===== src/rtl/tms_pkg.sv =====
// Shared types and constants for the triangle midpoint subdivision block.
// Holds command codes, controller states and the controller/datapath structs.
// No dependencies.
package tms_pkg;

    localparam int CMD_W      = 2;
    localparam int CORNER_W   = 8;
    localparam int BASE_W     = 9;
    localparam int BASE_RESET = 12;

    typedef enum logic [CMD_W-1:0] {
        CMD_LOAD  = 2'd0,
        CMD_TRI   = 2'd1,
        CMD_BEGIN = 2'd2,
        CMD_NONE  = 2'd3
    } cmd_t;

    typedef enum logic [3:0] {
        ST_IDLE,
        ST_DISPATCH,
        ST_CLEAR,
        ST_LOAD,
        ST_EDGE_RD,
        ST_EDGE_CHK,
        ST_MID,
        ST_REV,
        ST_TRI
    } state_t;

    // Commands from controller to datapath
    typedef struct packed {
        logic       capture;
        logic       load_store;
        logic       begin_mesh;
        logic       clr_step;
        logic       edge_rd;
        logic       edge_miss;
        logic       mid_emit;
        logic       rev_wr;
        logic       hit_keep;
        logic       tri_emit;
        logic [1:0] edge_sel;
        logic [1:0] tri_sel;
    } dp_cmd_t;

    // Status from datapath to controller
    typedef struct packed {
        cmd_t cmd;
        logic load_full;
        logic map_hit;
        logic out_free;
        logic clr_last;
    } dp_sts_t;

endpackage


===== src/rtl/tms_ctrl.sv =====
// Controller state machine for the triangle midpoint subdivision block.
// Sequences map clearing, vertex loads, edge lookups and triangle output.
// Depends on tms_pkg.
module tms_ctrl (
    input  logic              aclk,
    input  logic              aresetn,
    input  logic              s_valid,
    output logic              s_ready,
    input  tms_pkg::dp_sts_t  sts,
    output tms_pkg::dp_cmd_t  cmd
);

    tms_pkg::state_t state_reg, state_next;
    logic [1:0]      edge_reg, edge_next;
    logic [1:0]      tri_reg, tri_next;

    // State register; reset starts the map clearing sweep
    always_ff @(posedge aclk) begin
        if (!aresetn) begin
            state_reg <= tms_pkg::ST_CLEAR;
            edge_reg  <= 2'd0;
            tri_reg   <= 2'd0;
        end else begin
            state_reg <= state_next;
            edge_reg  <= edge_next;
            tri_reg   <= tri_next;
        end
    end

    // Next state and datapath commands
    always_comb begin
        state_next   = state_reg;
        edge_next    = edge_reg;
        tri_next     = tri_reg;
        cmd          = '0;
        cmd.edge_sel = edge_reg;
        cmd.tri_sel  = tri_reg;
        s_ready      = 1'b0;
        case (state_reg)
            tms_pkg::ST_IDLE: begin
                s_ready = 1'b1;
                if (s_valid) begin
                    cmd.capture = 1'b1;
                    state_next  = tms_pkg::ST_DISPATCH;
                end
            end
            tms_pkg::ST_DISPATCH: begin
                case (sts.cmd)
                    tms_pkg::CMD_LOAD: begin
                        state_next = sts.load_full ? tms_pkg::ST_IDLE : tms_pkg::ST_LOAD;
                    end
                    tms_pkg::CMD_TRI: begin
                        edge_next  = 2'd0;
                        state_next = tms_pkg::ST_EDGE_RD;
                    end
                    tms_pkg::CMD_BEGIN: begin
                        cmd.begin_mesh = 1'b1;
                        state_next     = tms_pkg::ST_CLEAR;
                    end
                    default: begin
                        state_next = tms_pkg::ST_IDLE;
                    end
                endcase
            end
            tms_pkg::ST_CLEAR: begin
                cmd.clr_step = 1'b1;
                if (sts.clr_last) begin
                    state_next = tms_pkg::ST_IDLE;
                end
            end
            tms_pkg::ST_LOAD: begin
                if (sts.out_free) begin
                    cmd.load_store = 1'b1;
                    state_next     = tms_pkg::ST_IDLE;
                end
            end
            tms_pkg::ST_EDGE_RD: begin
                cmd.edge_rd = 1'b1;
                state_next  = tms_pkg::ST_EDGE_CHK;
            end
            tms_pkg::ST_EDGE_CHK: begin
                if (sts.map_hit) begin
                    cmd.hit_keep = 1'b1;
                    if (edge_reg == 2'd2) begin
                        tri_next   = 2'd0;
                        state_next = tms_pkg::ST_TRI;
                    end else begin
                        edge_next  = edge_reg + 2'd1;
                        state_next = tms_pkg::ST_EDGE_RD;
                    end
                end else begin
                    cmd.edge_miss = 1'b1;
                    state_next    = tms_pkg::ST_MID;
                end
            end
            tms_pkg::ST_MID: begin
                if (sts.out_free) begin
                    cmd.mid_emit = 1'b1;
                    state_next   = tms_pkg::ST_REV;
                end
            end
            tms_pkg::ST_REV: begin
                cmd.rev_wr = 1'b1;
                if (edge_reg == 2'd2) begin
                    tri_next   = 2'd0;
                    state_next = tms_pkg::ST_TRI;
                end else begin
                    edge_next  = edge_reg + 2'd1;
                    state_next = tms_pkg::ST_EDGE_RD;
                end
            end
            tms_pkg::ST_TRI: begin
                if (sts.out_free) begin
                    cmd.tri_emit = 1'b1;
                    if (tri_reg == 2'd3) begin
                        state_next = tms_pkg::ST_IDLE;
                    end else begin
                        tri_next = tri_reg + 2'd1;
                    end
                end
            end
            default: begin
                state_next = tms_pkg::ST_IDLE;
            end
        endcase
    end

endmodule


===== config.mk =====
export PLATFORM = sky130hd
export DESIGN_NAME = tms_ctrl
export DESIGN_NICKNAME = d
export VERILOG_FILES = /design/src/rtl/tms_pkg.sv /design/src/rtl/tms_ctrl.sv
export SDC_FILE = /design/constraint.sdc
export NUM_CORES = 1
export LEC_CHECK = 0
export ABC_AREA = 1
export CAP_MARGIN = 20
export CORE_MARGIN = 5
export CORE_UTILIZATION = 50
export DETAILED_ROUTE_END_ITERATION = 8
export DONT_BUFFER_PORTS = 1
export GPL_ROUTABILITY_DRIVEN = 0
export HOLD_SLACK_MARGIN = 0.1
export PLACE_DENSITY_LB_ADDON = 0.15
export SETUP_SLACK_MARGIN = 0.2
export SLEW_MARGIN = 20
export SYNTH_ARGS = -nofsm -noshare
export SYNTH_HDL_FRONTEND = slang
export SYNTH_SLANG_ARGS = --single-unit

===== constraint.sdc =====
create_clock -name aclk -period 3.22 [get_ports aclk]
set_input_delay 0.161 -clock aclk [delete_from_list [all_inputs] [get_ports aclk]]
set_output_delay 0.161 -clock aclk [all_outputs]
set_load 0.05 [all_outputs]

==> impl_results.md <==
* Clock Power Share at 0.277
* Number of maximum-capacitance violations at 0
* Detailed Route Iter0 Violations at 20
* Clock period minus worst slack at 2.08 ns
* TritonCTS clock tree: yes
* Setup slack at placement at 1.32 ns
* Buffer levels on the longest clock path at 2
* Worst reg-to-reg setup slack at 1.32 ns
* Instance area at placement at 731 µm²
* Final standard cell area without fillers at 773 µm²
* Largest cells by area after synthesis: sky130_fd_sc_hd__dfxtp_1, sky130_fd_sc_hd__nand3_1, sky130_fd_sc_hd__nand2_1
* Clock tree sinks at 8
* Tightest slew margin relative to the limit at 0.399
* Flop and latch count out of synthesis at 8
* Data arrival at the endpoint of the critical path at 1.91 ns
* Transition time at the pin with the least slew margin at 0.897 ns
* Unrepaired setup endpoints after global routing: false
* Largest net degree at the start of global routing at 11
* Startpoint type of the worst setup path: register
* Dominant cell type by area after synthesis: sky130_fd_sc_hd__dfxtp_1
* Aggregate negative setup slack at 0 ns
* Required time worst endpoint at 3.06 ns
* Portion of total power attributed to sequential cells at 0.421
* Number of failing setup endpoints in the final timing report at 0
* Wire length of the first global-routing pass at 2.73 mm
* Hold violation total from the final report at 0
* Clock slew at the register clock pins of the worst setup and hold paths at 0.05 ns
* Most common cell in the netlist: sky130_fd_sc_hd__nand2_1
* Worst supply voltage drop on vdd at 0.150 mV
* # rows at 13
* Number of enable-type register cells in the synthesized netlist at 0
* Highest net fanout along the worst path at 10
* Power density normalized to cell area at 364 mW/mm²
* Cell area after synthesis at 694 µm²
* Number of top-level pins at 24
* Number of distinct standard cells referenced by the synthesized netlist at 25
* Post-DRT Antenna Nets at 0
* CTS HTree Levels at 1
* Number of iterations in the first detailed-routing pass at 4
* Wire length after detailed routing at 1.58 mm
* Critical path class: register to primary output
* Final setup margin at 1.14 ns
* Ys Warns at 0
* Port Buffer Count at 0
* DP HPWL at 1.28 mm
* Library cell used as clock root buffer: sky130_fd_sc_hd__clkbuf_4
* Status: complete, no violations
* N_diodes at 0
* Resized Gates After CTS at 0
* Initial cell density of the core at 0.534
* Share of synthesized area occupied by flip-flops and latches at 0.231
* Detailed-route wire length per cell at 12.3 µm
* Nets at 126
* Cell internal pwr at 0.170 mW
* Via count of the routed design at 689
* Mean post-synth cell area at 6.55 µm²
* DP Cell Count at 123
* Number of nets produced by synthesis at 117
* Vias in the first global route at 610
* Static power due to leakage at 0.365 nW
* Residual DRC at 0
* Core utilization of the finished layout at 0.594
* Via density at 5.38
* X dimension of the die at 47.3 µm
* Comb pwr share at 0.302
* Signed area change from the synthesized netlist to the final layout at 11.4%
* Total die area at 0.00223 mm²
* Post-Route Hold Slack at 0.119 ns
* GR Util All Layers at 0.174
* Max FFs per register at 4
* Core Box Area at 0.00130 mm²
* Commonest cells in the synthesized netlist: sky130_fd_sc_hd__nand2_1, sky130_fd_sc_hd__nand3_1, sky130_fd_sc_hd__inv_1
* Class of the tightest hold or removal check: primary input to register
* Congestion Overflow GR at 0
* Die outline height at 47.3 µm
* Post-synthesis async set-or-reset flop share at 0
* Max Clk Rate at 0.482 GHz
* Antenna violations before repair at 0
* NetSw at 0.112 mW
* Total Power at 0.282 mW
* Worst setup skew after layout at 0.000658 ns
* Post-synthesis instance total at 106
* Clock latency at the later pin of the worst-skew pair at 0.26 ns
* Number of CTS-inserted buffers at 3
* CP endpoint kind: primary output
* Final Max Slew Viols at 0
* Non-filler cells in the finished layout at 128
* Switching share of power at 0.397
* Proportion of layout cells with a drive suffix above 1 at 0.257
* Dominant register cell in the synthesized netlist: sky130_fd_sc_hd__dfxtp_1
* Share of the synthesized area in the top cell type at 0.231
* Share of the clock period used by the worst path after layout at 0.645
area by class of cell:
class	instances	area, µm²
fill	136	528
multi-input combinational	78	453
sequential	8	160
inverter	19	76.3
timing repair buffer	5	42.5
clock buffer	3	22.5
tap	15	18.8
final timing paths:
kind / cells past startpoint / from / to
max: 2 / state_reg[0] / cmd[12]
min: 2 / aresetn / state_reg[3]
max reg2reg: 5 / state_reg[0] / state_reg[3]
min reg2reg: 2 / state_reg[1] / state_reg[1]
power by group through the flow:
stage          registers [mW]  clock network (mW)  logic, mW
6_report                0.118              0.0780     0.0851
5_1_grt                 0.119              0.0876     0.0935
4_1_cts                 0.119              0.0800     0.0859
3_5_place_dp            0.121                   0     0.0826
3_3_place_gp            0.120                   0     0.0816
2_1_floorplan           0.113                   0     0.0803
cells in the final DEF, fill, tap and decap left out, types with 2 or more instances in the layout:
master and count:
sky130_fd_sc_hd__nand2_1 19, sky130_fd_sc_hd__nand2_2 6, sky130_fd_sc_hd__a21oi_1 5, sky130_fd_sc_hd__ha_1 2
sky130_fd_sc_hd__nor2_4 4, sky130_fd_sc_hd__dfxtp_1 8, sky130_fd_sc_hd__nand4_1 2, sky130_fd_sc_hd__nor2_1 11
sky130_fd_sc_hd__inv_2 3, sky130_fd_sc_hd__clkbuf_4 3, sky130_fd_sc_hd__dlygate4sd3_1 2, sky130_fd_sc_hd__inv_4 2
sky130_fd_sc_hd__inv_1 13, sky130_fd_sc_hd__nor2_2 2, sky130_fd_sc_hd__nand3_1 15, sky130_fd_sc_hd__buf_4 3
sky130_fd_sc_hd__nor3_1 3
metal layers:
metal / up-vias / wire, µm / global-route usage
met5: - / 0 / 0
met4: 0 / 10 / 0.0497
met3: 2 / 96 / 0.0805
met2: 16 / 728 / 0.259
met1: 311 / 743 / 0.223
li1: 360 / - / -
cells by family (layout without fill, tap and decap cells):
kind of cell / after synthesis / in the layout / synth area share
AND/OR/NAND/NOR: 68 / 68 / 0.541
flip-flops: 8 / 8 / 0.231
buffers and inverters: 20 / 27 / 0.126
adder cells (fa/ha/maj): 2 / 2 / 0.0360
AO/OA/AOI/OAI: 8 / 8 / 0.0667
worst max-delay path, stage by stage, from the launching register on:
cell and delay (ns):
sky130_fd_sc_hd__dfxtp_1 0.70, sky130_fd_sc_hd__nand3_1 0.23, sky130_fd_sc_hd__nor2_1 0.72
timing repair:
| action | in CTS | in global routing |
|---|---|---|
| endpoints found under the hold margin | 5 | 0 |
| hold buffers | 2 | 0 |
| setup buffers | 0 | 0 |
No activity file was read; power rests on OpenSTA's default activity.
